### src/hw/rtl/sfce_pkg.sv
`default_nettype none
// ----------------------------------------------------------------------------
// sfce_pkg
// Shared constants, codes and types for the symmetric FIR clamp-to-edge unit.
// ----------------------------------------------------------------------------
package sfce_pkg;

  localparam int MAX_SPAN    = 15;
  localparam int SAMPLE_BITS = 16;
  localparam int COEF_W      = 16;
  localparam int FRAC_BITS   = 15;

  localparam int WIN_DEPTH = 2 * MAX_SPAN + 1;
  localparam int CENTER    = MAX_SPAN;
  localparam int NTAPS     = MAX_SPAN + 1;
  localparam int CNT_W     = $clog2(NTAPS);
  localparam int SPAN_W    = 4;

  localparam int CFG_IDX_W      = 3;
  localparam int CFG_DATA_W     = 64;
  localparam int COEFS_PER_REG  = CFG_DATA_W / COEF_W;
  localparam int COEF_REGS      = 4;

  localparam int POS_MAX = 31;
  localparam int POS_W   = $clog2(POS_MAX + 1);

  localparam int PROD_W   = COEF_W + SAMPLE_BITS + 1;
  localparam int ACC_W    = SAMPLE_BITS + COEF_W + $clog2(WIN_DEPTH);
  localparam int SCALED_W = ACC_W - FRAC_BITS;

  localparam logic [ACC_W-1:0]       ROUND_HALF  = ACC_W'(1) << (FRAC_BITS - 1);
  localparam logic [SAMPLE_BITS-1:0] SAMPLE_MAX  = '1;
  localparam logic [CFG_DATA_W-1:0]  COEF0_RESET = CFG_DATA_W'(32768);

  typedef enum logic [CFG_IDX_W-1:0] {
    REG_TAP_SPAN   = 3'd0,
    REG_COEFS_0_3  = 3'd1,
    REG_COEFS_4_7  = 3'd2,
    REG_COEFS_8_11 = 3'd3,
    REG_COEFS_12_15 = 3'd4
  } cfg_reg_e;

  typedef enum logic [1:0] {
    ST_IDLE,
    ST_ALIGN,
    ST_EVAL,
    ST_HOLD
  } state_e;

  typedef struct packed {
    logic accept;
    logic line_start;
    logic shift_x;
    logic out_load;
    logic out_last;
  } ctrl_t;

endpackage
`default_nettype wire

### src/hw/rtl/sfce_ctrl.sv
`default_nettype none
// ----------------------------------------------------------------------------
// sfce_ctrl
// Sequencer: line position, window alignment, tap chain settling and
// result handoff, including the flush run at line end.
// ----------------------------------------------------------------------------
module sfce_ctrl (
  input  wire logic                          clk_i,
  input  wire logic                          rst_ni,
  input  wire logic                          in_valid_i,
  input  wire logic                          in_last_i,
  input  wire logic [sfce_pkg::SPAN_W-1:0]   span_i,
  input  wire logic                          out_free_i,
  output logic                               in_ready_o,
  output sfce_pkg::ctrl_t                    ctrl_o
);

  sfce_pkg::state_e state_d, state_q;
  logic [sfce_pkg::POS_W-1:0] pos_d, pos_q;
  logic [sfce_pkg::CNT_W-1:0] align_d, align_q;
  logic [sfce_pkg::CNT_W-1:0] eval_d, eval_q;
  logic [sfce_pkg::CNT_W-1:0] remain_d, remain_q;
  logic                       flush_d, flush_q;

  logic                       need_out;
  logic                       short_line;
  logic [sfce_pkg::CNT_W-1:0] center_age;
  logic [sfce_pkg::CNT_W-1:0] shift_amt;

  always_ff @(posedge clk_i or negedge rst_ni) begin
    if (!rst_ni) begin
      state_q  <= sfce_pkg::ST_IDLE;
      pos_q    <= '0;
      align_q  <= '0;
      eval_q   <= '0;
      remain_q <= '0;
      flush_q  <= 1'b0;
    end else begin
      state_q  <= state_d;
      pos_q    <= pos_d;
      align_q  <= align_d;
      eval_q   <= eval_d;
      remain_q <= remain_d;
      flush_q  <= flush_d;
    end
  end

  always_comb begin
    state_d  = state_q;
    pos_d    = pos_q;
    align_d  = align_q;
    eval_d   = eval_q;
    remain_d = remain_q;
    flush_d  = flush_q;
    ctrl_o   = '0;
    in_ready_o = 1'b0;

    short_line = pos_q < sfce_pkg::POS_W'(span_i);
    need_out   = in_last_i || !short_line;
    // flush starts at the oldest missing output; short lines clamp to pos
    center_age = (in_last_i && short_line) ? pos_q[sfce_pkg::CNT_W-1:0]
                                           : sfce_pkg::CNT_W'(span_i);
    shift_amt  = sfce_pkg::CNT_W'(sfce_pkg::CENTER) - center_age;

    unique case (state_q)
      sfce_pkg::ST_IDLE: begin
        in_ready_o = 1'b1;
        if (in_valid_i) begin
          ctrl_o.accept     = 1'b1;
          ctrl_o.line_start = (pos_q == '0);
          if (in_last_i) begin
            pos_d = '0;
          end else if (pos_q != sfce_pkg::POS_W'(sfce_pkg::POS_MAX)) begin
            pos_d = pos_q + 1'b1;
          end
          if (need_out) begin
            remain_d = in_last_i ? center_age : '0;
            flush_d  = in_last_i;
            eval_d   = '0;
            align_d  = shift_amt;
            state_d  = (shift_amt != '0) ? sfce_pkg::ST_ALIGN : sfce_pkg::ST_EVAL;
          end
        end
      end
      sfce_pkg::ST_ALIGN: begin
        ctrl_o.shift_x = 1'b1;
        align_d = align_q - 1'b1;
        if (align_q == sfce_pkg::CNT_W'(1)) begin
          eval_d  = '0;
          state_d = sfce_pkg::ST_EVAL;
        end
      end
      sfce_pkg::ST_EVAL: begin
        // partial sum walks down the tap cell chain to the last cell
        eval_d = eval_q + 1'b1;
        if (eval_q == sfce_pkg::CNT_W'(sfce_pkg::NTAPS - 1)) begin
          state_d = sfce_pkg::ST_HOLD;
        end
      end
      sfce_pkg::ST_HOLD: begin
        if (out_free_i) begin
          ctrl_o.out_load = 1'b1;
          ctrl_o.out_last = flush_q && (remain_q == '0);
          if (remain_q == '0) begin
            state_d = sfce_pkg::ST_IDLE;
          end else begin
            remain_d       = remain_q - 1'b1;
            ctrl_o.shift_x = 1'b1;
            eval_d         = '0;
            state_d        = sfce_pkg::ST_EVAL;
          end
        end
      end
      default: begin
        state_d = sfce_pkg::ST_IDLE;
      end
    endcase
  end

endmodule
`default_nettype wire

### config.mk
export PLATFORM = sky130hd
export DESIGN_NAME = sfce_ctrl
export DESIGN_NICKNAME = d
export VERILOG_FILES = /design/src/hw/rtl/sfce_pkg.sv /design/src/hw/rtl/sfce_ctrl.sv
export SDC_FILE = /design/constraint.sdc
export NUM_CORES = 1
export LEC_CHECK = 0
export BUFFER_PORTS_ARGS = -buffer_cell sky130_fd_sc_hd__buf_2
export CORE_AREA = 3 3 107 68
export DETAILED_ROUTE_END_ITERATION = 8
export DIE_AREA = 0 0 110 71
export GPL_TIMING_DRIVEN = 0
export PLACE_DENSITY_LB_ADDON = 0.1
export REMOVE_ABC_BUFFERS = 1
export SKIP_CTS_REPAIR_TIMING = 1
export SLEW_MARGIN = 15
export SYNTH_ARGS = -nofsm -noshare
export SYNTH_HDL_FRONTEND = slang
export SYNTH_SLANG_ARGS = --single-unit
export TNS_END_PERCENT = 50
### constraint.sdc
create_clock -name clk_i -period 4.3 [get_ports clk_i]
set_input_delay 0.215 -clock clk_i [delete_from_list [all_inputs] [get_ports clk_i]]
set_output_delay 0.215 -clock clk_i [all_outputs]
set_load 0.1 [all_outputs]
==> reports/metrics.yaml <==
run_status:
  status: "finished, final reports clean"
placement:
  dpl.hpwl_mm: 3.466
  port_buffers: 14
  placed_cells: 274
  post_dp_cell_area_mm2: 0.001678
  gp_congestion: 0.8562
finish:
  diodes: 0
  final_area_mm2: 0.001759
  layoutNonFillerInstCount: 279
  drive_above_1_share_pct: 14.58
  nNetsFinal: 212
  area_growth_pct: 15.44
sta:
  slew_headroom_pct: 54.74
  drv_slew: 0
  final.setup.tns_ns: 0
  hold_violations: 0
  post-route-period-util_pct: 63.03
  tightestPinTransition_ns: 0.6789
  rsz0062_at_grt: "false"
  skew_ns: 0.004261
  finalSetupViolCount: 0
  fmax_mhz: 368.9
  fin_crit_ns: 2.710
global_routing:
  grt_start_max_net_pins: 21
  grt_util_met1_pct: 19.47
  overflow: 0
  grt_busiest_layer: "met1"
  gr-usage-all-layers_pct: 12.63
  grt_util_met2_pct: 17.88
  grt_use_met3_pct: 3.099
  antenna_found_initial: 0
  grt_pass1_wl_mm: 7.596
  grt_pass1_vias: 1404
route:
  vias: 1385
  drtAntennaViolNets: 0
  wire_per_inst_um: 16.01
  detailedRoute.firstPassIterationCount: 6
  viasPerCell: 4.964
  drt_iter0_markers: 70
  drc: 0
  finalWirelength_mm: 4.468
synth:
  synth_area_mm2: 0.001524
  synth_area_per_cell_um2: 8.514
  yosysWarnings: 0
  syn_inst: 179
  ys_types: 49
  synthFlopType: "dfrtp_1"
  ys_ff_latch: 20
  synth_area_leader_cell: "dfrtp_1"
  synth.top_cell.area_share_pct: 32.84
  synth.most_common_cell: "dfrtp_1"
  ys_top_cells_by_area: "dfrtp_1 33%, ha_1 8.2%, o21ai_0 5.6%"
  async_flop_share_pct: 100.0
  synth_edf_count: 0
  yosysSeqAreaShare_pct: 32.84
  synth_common_cells: "20 x dfrtp_1, 17 x o21ai_0, 14 x inv_1"
clocking:
  cts_root_buf: "clkbuf_8"
  cts.sinks: 20
  cts_max_level: 1
  clk_latency_ns: 0.27
  cts_buffer_depth: 2
  cts_buffers: 3
  cts_tree: "yes"
  clk_transition_reported_paths_ns: 0.08
worst_setup_path:
  cp_data_required_time_ns: 4.09
  worst_ep_arrival_time_ns: 2.50
  crit_path_start_kind: "flip-flop"
  worstSetupPathType: "flip-flop to output port"
  worst_setup_path_end_kind: "output port"
  worstPathMaxFanout: 19
  cp-startpoint: "state_q[1]$_DFFE_PN0P_"
  r2r-start: "pos_q[3]$_DFFE_PN0P_"
floorplan:
  rows: 23
  die_y_um: 71
  die-area_mm2: 0.007810
  ios: 15
  die_w_um: 110
  start_util_pct: 23.54
  core-area_mm2: 0.006475
flow_run:
  max_cap_viol_count: 0
min_path:
  hp-start: "in_last_i"
  hold_path.class: "input pin to flip-flop"
power:
  powerDensity_mw_per_mm2: 742.0
  p_leak_uw: 0.0007784
  ir_worst_vdd_mv: 0.1627
kinds of logic (layout without fill, tap and decap cells):
logic type,count (synthesis),count (layout),synth area share [%]
AOI/OAI and AO/OA,62,62,28.65
DFF,20,20,32.84
buffers and inverters,22,35,5.583
muxes,3,3,2.053
adders and majority gates,10,10,8.210
xor gates and xnor gates,1,1,0.5748
and+or+nand+nor,61,61,22.09
per-layer routing:
layer | vias to the layer above | part of all wire, %
li1 | 698 | -
met1 | 660 | 56
met2 | 25 | 40
met3 | 2 | 3.8
met4 | 0 | 0.43
met5 | - | 0
cell usage in the layout (no fill, tap or decap), drive strengths merged, types with 2 or more instances in the layout:
cell	Yosys	layout
nand4	2	2
o22ai	6	6
ha	10	10
o2bb2ai	2	2
and3	4	4
dfrtp	20	20
nand2	11	11
mux2i	2	2
or4	2	2
a31oi	2	2
o21ai	17	17
a21o	3	3
a22oi	3	3
nor3b	5	5
nand3b	3	3
clkbuf	4	3
nand3	4	4
nor2	12	12
a211oi	5	5
a221oi	2	2
clkinv	2	2
nor3	8	8
a21oi	12	12
inv	14	14
and2	2	2
buf	2	14
where the power goes:
| part | leakage (uW) | switching (uW) | internal (uW) |
|---|---|---|---|
| clock network | 0.0000357 | 71.4 | 124 |
| registers | 0.000244 | 130 | 271 |
| logic | 0.000499 | 454 | 255 |
| total | 0.000778 | 655 | 650 |
registers in the layout, indices dropped and copies added, names as in the netlist:
register,flops
align_q,4
flush_q,1
pos_q,5
eval_q,4
remain_q,4
state_q,2
layout make-up:
type	count	area (um^2)
Fill cell	720	4716
Sequential cell	20	500.5
Clock inverter	1	30.03
Tap cell	87	108.9
Inverter	16	60.06
Timing Repair Buffer	15	80.08
Multi-Input combinational cell	137	938.4
Clock buffer	3	41.29
critical path, stage by stage, from the launching register on:
cell and delay [ns]:
dfrtp_1 0.64, or3b_2 0.69, clkinv_1 0.25, and4_1 0.22
buf_2 0.42
final timing paths:
| path | slack [ns] | end | cells after the start |
|---|---|---|---|
| setup / recovery | 1.59 | ctrl_o[3] | 4 |
| hold / removal | 0.33 | pos_q[3]$_DFFE_PN0P_ | 2 |
| setup reg to reg | 1.63 | align_q[1]$_DFFE_PN0P_ | 6 |
| hold reg to reg | 0.52 | flush_q$_DFFE_PN0P_ | 2 |
| max in group asynchronous | 3.52 | pos_q[0]$_DFFE_PN0P_ | 2 |
| min in group asynchronous | 0.44 | state_q[0]$_DFFE_PN0P_ | 2 |
through the flow:
| stage | utilization (%) | power, uW | hold WS (ns) | setup slack, ns |
|---|---|---|---|---|
| detailed placement | 25.91 | 1108 | 0.2191 | 1.672 |
| global route | 27.17 | 1426 | 0.3217 | 1.475 |
| finish | 27.17 | 1305 | 0.3276 | 1.590 |
| CTS | 27.01 | 1311 | -0.07766 | 1.566 |
| floorplan | - | 912.7 | -0.08059 | 1.540 |
| global placement | 25.91 | 1101 | 0.2216 | 1.669 |
Power figures use the tool's default switching activity.
