`config.mk`:
```
export PLATFORM = sky130hd
export DESIGN_NAME = sfce_tap
export DESIGN_NICKNAME = d
export VERILOG_FILES = /design/src/hw/rtl/sfce_pkg.sv /design/src/hw/rtl/sfce_tap.sv
export SDC_FILE = /design/constraint.sdc
export NUM_CORES = 1
export LEC_CHECK = 0
export ABC_AREA = 1
export BUFFER_PORTS_ARGS = -buffer_cell sky130_fd_sc_hd__buf_2
export CELL_PAD_IN_SITES_DETAIL_PLACEMENT = 0
export CELL_PAD_IN_SITES_GLOBAL_PLACEMENT = 2
export CORE_UTILIZATION = 37
export DETAILED_ROUTE_END_ITERATION = 16
export PLACE_DENSITY_LB_ADDON = 0.15
export SLEW_MARGIN = 0
export SYNTH_ARGS = -nofsm -noshare
export SYNTH_HDL_FRONTEND = slang
export SYNTH_SLANG_ARGS = --single-unit
export TNS_END_PERCENT = 20
```
`constraint.sdc`:
```
create_clock -name clk_i -period 8.6 [get_ports clk_i]
set_clock_uncertainty 0.15 [all_clocks]
set_input_delay 1.72 -clock clk_i [delete_from_list [all_inputs] [get_ports clk_i]]
set_output_delay 1.72 -clock clk_i [all_outputs]
set_load 0.02 [all_outputs]
```
`src/hw/rtl/sfce_pkg.sv`:
```
`default_nettype none
// ----------------------------------------------------------------------------
// sfce_pkg
// Shared constants, codes and types for the symmetric FIR clamp-to-edge unit.
// ----------------------------------------------------------------------------
package sfce_pkg;

  localparam int MAX_SPAN    = 15;
  localparam int SAMPLE_BITS = 16;
  localparam int COEF_W      = 16;
  localparam int FRAC_BITS   = 15;

  localparam int WIN_DEPTH = 2 * MAX_SPAN + 1;
  localparam int CENTER    = MAX_SPAN;
  localparam int NTAPS     = MAX_SPAN + 1;
  localparam int CNT_W     = $clog2(NTAPS);
  localparam int SPAN_W    = 4;

  localparam int CFG_IDX_W      = 3;
  localparam int CFG_DATA_W     = 64;
  localparam int COEFS_PER_REG  = CFG_DATA_W / COEF_W;
  localparam int COEF_REGS      = 4;

  localparam int POS_MAX = 31;
  localparam int POS_W   = $clog2(POS_MAX + 1);

  localparam int PROD_W   = COEF_W + SAMPLE_BITS + 1;
  localparam int ACC_W    = SAMPLE_BITS + COEF_W + $clog2(WIN_DEPTH);
  localparam int SCALED_W = ACC_W - FRAC_BITS;

  localparam logic [ACC_W-1:0]       ROUND_HALF  = ACC_W'(1) << (FRAC_BITS - 1);
  localparam logic [SAMPLE_BITS-1:0] SAMPLE_MAX  = '1;
  localparam logic [CFG_DATA_W-1:0]  COEF0_RESET = CFG_DATA_W'(32768);

  typedef enum logic [CFG_IDX_W-1:0] {
    REG_TAP_SPAN   = 3'd0,
    REG_COEFS_0_3  = 3'd1,
    REG_COEFS_4_7  = 3'd2,
    REG_COEFS_8_11 = 3'd3,
    REG_COEFS_12_15 = 3'd4
  } cfg_reg_e;

  typedef enum logic [1:0] {
    ST_IDLE,
    ST_ALIGN,
    ST_EVAL,
    ST_HOLD
  } state_e;

  typedef struct packed {
    logic accept;
    logic line_start;
    logic shift_x;
    logic out_load;
    logic out_last;
  } ctrl_t;

endpackage
`default_nettype wire

```
`src/hw/rtl/sfce_tap.sv`:
```
`default_nettype none
// ----------------------------------------------------------------------------
// sfce_tap
// One tap cell: folds a sample pair, weights it and adds it to the partial
// sum handed over by the previous cell.
// ----------------------------------------------------------------------------
module sfce_tap (
  input  wire logic                            clk_i,
  input  wire logic [sfce_pkg::COEF_W-1:0]     coef_i,
  input  wire logic [sfce_pkg::SAMPLE_BITS-1:0] newer_i,
  input  wire logic [sfce_pkg::SAMPLE_BITS-1:0] older_i,
  input  wire logic [sfce_pkg::ACC_W-1:0]      acc_i,
  output logic      [sfce_pkg::ACC_W-1:0]      acc_o
);

  logic [sfce_pkg::SAMPLE_BITS:0]  pair;
  logic [sfce_pkg::PROD_W-1:0]     prod;
  logic [sfce_pkg::ACC_W-1:0]      acc_d, acc_q;

  always_comb begin
    pair  = {1'b0, newer_i} + {1'b0, older_i};
    prod  = sfce_pkg::PROD_W'(coef_i) * sfce_pkg::PROD_W'(pair);
    acc_d = acc_i + sfce_pkg::ACC_W'(prod);
  end

  always_ff @(posedge clk_i) begin
    acc_q <= acc_d;
  end

  assign acc_o = acc_q;

endmodule
`default_nettype wire

```
==> results.md, run 1 <==
Clock network
- **hold-fix buffer count after cts** 0
- **buffers inserted during post-CTS setup optimization** 0
- **clock transition at the registers of the reported paths** 0.06 ns
- **clock root buffer** clkbuf_16
- **H-tree levels** 2
- **total number of clock tree sinks** 37
- **CTS tree** yes
- **number of buffers created by CTS** 5
- **CTS Buffer Depth** 2

Worst setup path
- **number of buffer and inverter instances along the worst setup path** 8
- **delay-heaviest family, CP** adder cells
- **CP Data Required Time** 8.63 ns
- **crit path kind** input port to flop
- **critical path data arrival time** 8.18 ns
- **type of origin of the critical path** input port
- **type of destination of the critical path** flop
- **Critical Path Most Common Cell** nand2_1
- **delay contributed by the slowest stage of the critical path** 0.55 ns
- **master of the slowest instance on the critical path** fa_1
- **CP Max Fanout** 9

Flow run
- **max cap viols** 0

STA
- **min cycle time layout** 8.156 ns
- **post-layout worst setup margin** 0.4436 ns
- **ratio of final minimum period to clock period** 0.9484
- **slew margin rel.** 0.5905
- **Slew Viols, Final** 0
- **highest achievable clock rate** 0.1226 GHz
- **unrepaired setup endpoints after global routing** yes
- **Setup violations, final** 0
- **transition time at the pin with the least slew margin** 0.6136 ns
- **hold violation total from the final report** 0

Placed design
- **Final HPWL DP** 32810 um
- **RePlAce Congestion** 0.9079
- **Port Buffer Count** 122
- **pre-CTS setup slack** 0.01664 ns

Routing
- **Detail Route Antenna Nets** 0
- **Routed Wire Length** 37900 um
- **count of unresolved DRC violations after routing** 0
- **initial DRC count** 516
- **drt via density** 4.788
- **first-pass iteration count of the detailed router** 7
- **routed via count** 10390
- **average wire per cell in the routed design** 17.46 um

Yosys
- **proportion of netlist area held by the largest area contributor** 0.3960
- **Distinct cells, synth** 35
- **fraction of registers with async set or reset after synthesis** 0
- **synthesized area per cell** 7.651 sq um
- **largest cells by area after synthesis** fa_1 (40%), inv_1 (14%), ha_1 (13%)
- **most frequent cell after synthesis** inv_1
- **Commonest cells post-synth** inv_1 (451), nand2_1 (271), fa_1 (242)
- **number of instances in the synthesized netlist** 1599
- **Yosys reg bits** 37
- **cell area after synthesis** 12230 sq um
- **cell taking the most area after synthesis** fa_1
- **number of enable-type register cells in the synthesized netlist** 0
- **dominant synthesized flop cell** dfxtp_1
- **nets in the synthesized netlist** 2054
- **sequential-to-total area share from yosys stat** 0.06054
- **total number of yosys warnings** 0

Global route
- **vias in the first global route** 11280
- **GRT Util Overall** 0.2407
- **GRT Residual Overflow** 0
- **wire length of the first global-routing pass** 61380 um
- **maximum number of pins on one net before global-route repair** 18
- **initial antenna violation count** 0

Worst hold path
- **worst-case hold path end point** acc_o[0]
- **worst min-delay path category** input port to flop
- **HP Start** acc_i[0]
- **Hold Path Depth** 2

Finish
- **Antenna diodes** 0
- **Layout fillers** 3574
- **max reg flops** 37
- **area of the multi-input gates** 9684 sq um
- **area grow syn2layout** 11.81%
- **area taken by flip-flops and latches** 740.7 sq um
- **share of final-layout standard cells stronger than drive strength 1** 0.1105
- **total number of nets in the final design** 2182

Floorplanning
- **effective utilization at floorplan** 0.3760
- **Rows** 66
- **Boundary Pins** 123
- **Die Outline Area** 33800 sq um
- **die width** 183.8 um
- **Core Footprint** 32540 sq um
- **Die Y** 183.8 um

Status
- **result of the run** finished clean

==> through the flow <==
step	setup TNS, ns	instances	cell area, sq um	hold slack (ns)	util
final	0	2170	13680	1.505	0.4204
after floorplan	0	1599	12230	1.700	-
after global placement	-0.009826	2162	13490	1.790	0.4145
after detailed placement	0	2162	13490	1.799	0.4145
after CTS	0	2170	13660	1.497	0.4198
after global routing	-0.03863	2170	13680	1.516	0.4204
==> cells by family after synthesis <==
family,after synthesis,synth area share
DFF,37,0.06054
AOI/OAI and AO/OA,97,0.04316
buffers and inverters,483,0.1495
and+or+nand+nor,592,0.2037
adders and majority gates,369,0.5259
xor gates and xnor gates,21,0.01718
==> per-layer routing <==
metal | up-vias | track usage | wire, um
met4 | 0 | 0.05567 | 959
met5 | - | 0 | 0
met1 | 5127 | 0.3153 | 16710
met3 | 49 | 0.02536 | 1659
met2 | 282 | 0.4242 | 18560
li1 | 4932 | - | -
==> area by class of cell <==
type                    instances  area share
flip-flops and latches         37     0.05415
repair buffers                151     0.06055
multi-input cells            1079      0.7079
clock buffers                   7     0.01043
inverters                     453      0.1243
well taps                     442     0.04043
clock inverters                 1    0.002195
==> worst max path at each step <==
stage                          start   endpoint  slack [ns]  cells after the start
after floorplan           newer_i[0]  acc_o[28]        0.88                     34
after global placement    newer_i[6]  acc_o[36]      -0.008                     32
after detailed placement  newer_i[2]  acc_o[28]        0.02                     31
after CTS                 newer_i[6]  acc_o[28]        0.31                     32
after global routing      newer_i[0]  acc_o[28]       -0.03                     34
final                     newer_i[6]  acc_o[28]        0.44                     32
==> cells in the final DEF, fill, tap and decap left out, types with 3 or more instances in the layout <==
cell type	count
dfxtp_1	37
clkbuf_16	5
nor2_1	178
nand3_1	102
a21oi_1	59
or2_4	3
o21bai_1	4
buf_4	29
xor2_1	17
o21ai_0	25
nand2_1	269
fa_1	242
inv_1	451
buf_2	122
nand2_2	12
nor3_1	8
ha_1	127
a21o_1	3
nand3_2	4
nand2_4	6
==> what timing repair did <==
item | 4_1_cts | 5_1_grt
endpoints found under the hold margin | 0 | 0
setup endpoints to repair | 0 | 14
gates resized for setup | 0 | 8
Power of run 1 is not shown: default switching activity piles up to over one toggle a cycle in this logic, so the estimate is an artifact.
==> inputs of run 2 (changes only) <==
==> constraint.sdc (replaced) <==
create_clock -name clk_i -period 7.8 [get_ports clk_i]
set_clock_uncertainty 0.15 [all_clocks]
set_input_delay 1.56 -clock clk_i [delete_from_list [all_inputs] [get_ports clk_i]]
set_output_delay 1.56 -clock clk_i [all_outputs]
set_load 0.02 [all_outputs]
==> run 2 against run 1 <==
Compared with the run above:
- sequential cell count unchanged
- critical path depth stayed put
- first-iteration DRC count shrank 3.1%
- setup slack lost 0.22 ns
- final area up 13%
- via count increased by 4.6%
- sequential share of layout area down 0.61 points
- utilization rose by 5.3 points
- die area unchanged
==> results.md, run 2 (same netlist as run 1, synthesis figures left out) <==
Status
- **result of the run** finished clean

Worst hold path
- **worst min-delay path category** input port to flop

Clock network
- **CTS tree** yes
- **CTS Buffer Depth** 2, unchanged
- **total number of clock tree sinks** 37, unchanged
- **clock transition at the registers of the reported paths** 0.05 ns, about the same
- **number of buffers created by CTS** 5, unchanged
- **H-tree levels** 2, unchanged
- **clock root buffer** clkbuf_16
- **hold-fix buffer count after cts** 0, unchanged

Finish
- **max reg flops** 37, unchanged
- **area of the multi-input gates** 10300 sq um, +6.4%
- **share of final-layout standard cells stronger than drive strength 1** 0.2421, +0.1316
- **Antenna diodes** 0, unchanged
- **total number of nets in the final design** 2317, +6.2%
- **most common cell after layout, fill and taps aside** inv_1
- **area taken by flip-flops and latches** 740.7 sq um, unchanged
- **Layout fillers** 3429, -4.1%
- **leading cell types in the layout, fill and taps excluded** inv_1 (442), nand2_1 (238), fa_1 (234)
- **share of the core filled with cells in the final layout** 0.4738, +0.05338
- **area grow syn2layout** 26.01%
- **Layout Cell Area excl Fill** 15420 sq um, +13%

Floorplanning
- **Die Outline Area** 33800 sq um, unchanged
- **die width** 183.8 um, unchanged
- **Die Y** 183.8 um, unchanged
- **Rows** 66, unchanged
- **effective utilization at floorplan** 0.3760, unchanged
- **Boundary Pins** 123, unchanged
- **Core Footprint** 32540 sq um, unchanged

Placed design
- **placed inst area** 14530 sq um, +7.7%
- **Final HPWL DP** 33290 um, +1.4%
- **Port Buffer Count** 122, unchanged
- **RePlAce Congestion** 0.9040, -0.43%

Routing
- **first-pass iteration count of the detailed router** 5, -2
- **routed via count** 10870, +4.6%
- **drt via density** 4.714, -1.6%
- **average wire per cell in the routed design** 16.67 um, -4.6%
- **count of unresolved DRC violations after routing** 0, unchanged
- **Routed Wire Length** 38420 um, +1.4%
- **initial DRC count** 500, -3.1%
- **Detail Route Antenna Nets** 0, unchanged

Global route
- **wire length of the first global-routing pass** 62180 um, +1.3%
- **maximum number of pins on one net before global-route repair** 18, unchanged
- **GRT Util Overall** 0.2431, +0.002425
- **initial antenna violation count** 0, unchanged
- **vias in the first global route** 11770, +4.4%
- **GRT Residual Overflow** 0, unchanged

Worst setup path
- **type of destination of the critical path** flop
- **type of origin of the critical path** input port
- **critical path data arrival time** 7.60 ns, -0.58 ns
- **master of the slowest instance on the critical path** fa_1
- **Critical Path Most Common Cell** fa_1
- **CP Data Required Time** 7.82 ns, -0.81 ns
- **CP Max Fanout** 8, -1
- **crit path kind** input port to flop
- **delay contributed by the slowest stage of the critical path** 0.58 ns, +0.03 ns

STA
- **slew margin rel.** 0.5829, -0.007638
- **transition time at the pin with the least slew margin** 0.6250 ns, +0.01144 ns
- **worst hold slack after final layout** 1.342 ns, -0.1624 ns
- **ratio of final minimum period to clock period** 0.9713
- **min cycle time layout** 7.576 ns
- **Slew Viols, Final** 0, unchanged
- **Setup violations, final** 0, unchanged
- **unrepaired setup endpoints after global routing** yes
- **hold violation total from the final report** 0, unchanged
- **highest achievable clock rate** 0.1320 GHz

Flow run
- **max cap viols** 0, unchanged

run 2: changes by cell type in the layout (fill, tap and decap cells not counted), moves of 16 or more:
cell     delta
a21oi_1    -22
a21oi_2    +21
buf_4     +124
ha_1       -19
ha_4       +16
nand2_1    -31
nand2_2    +24
nor2_1     -17
run 2: stage by stage:
stage	setup TNS [ns]	cells	setup WS, ns
finish	0	2305	0.2240
global route	-0.2031	2305	-0.05666
CTS	-0.08940	2295	-0.03763
detailed placement	-7.292	2287	-0.4567
global placement	-7.118	2287	-0.4586
floorplan	0	1599	0.2395
run 2: layout make-up:
class / instances / area share
sequential: 37 / 0.04805
timing repair buffer: 286 / 0.1273
tap: 442 / 0.03587
clock buffer: 7 / 0.009902
multi-input combinational: 1079 / 0.6681
clock inverter: 1 / 0.0003246
inverter: 453 / 0.1105
run 2: timing repair:
action / CTS / global route
endpoints found under the setup margin: 18 / 25
pin swaps: 1 / 45
endpoints found under the hold margin: 0 / 0
resized for setup: 9 / 159
setup buffers: 0 / 10
run 2: metal layers:
| layer | vias to the layer above | routed length [um] | GRT usage |
|---|---|---|---|
| met4 | 0 | 682 | 0.04300 |
| met3 | 41 | 1834 | 0.02417 |
| li1 | 5212 | - | - |
| met1 | 5321 | 16730 | 0.3216 |
| met2 | 291 | 19180 | 0.4320 |
| met5 | - | 0 | 0 |
run 2: worst max-delay path: cells and delay by family:
family	cells	cell delay, ns
adder cells (fa/ha/maj)	9	3.75
AND/OR/NAND/NOR	13	1.25
buffers and inverters	8	0.73
AO/OA/AOI/OAI	2	0.33
run 2: worst paths after layout:
path                  slack (ns)  cells past startpoint       start   endpoint
worst min-delay path        1.34                      2    acc_i[0]   acc_o[0]
worst max-delay path        0.22                     32  newer_i[0]  acc_o[29]
Power of run 2 is left out for the same reason.
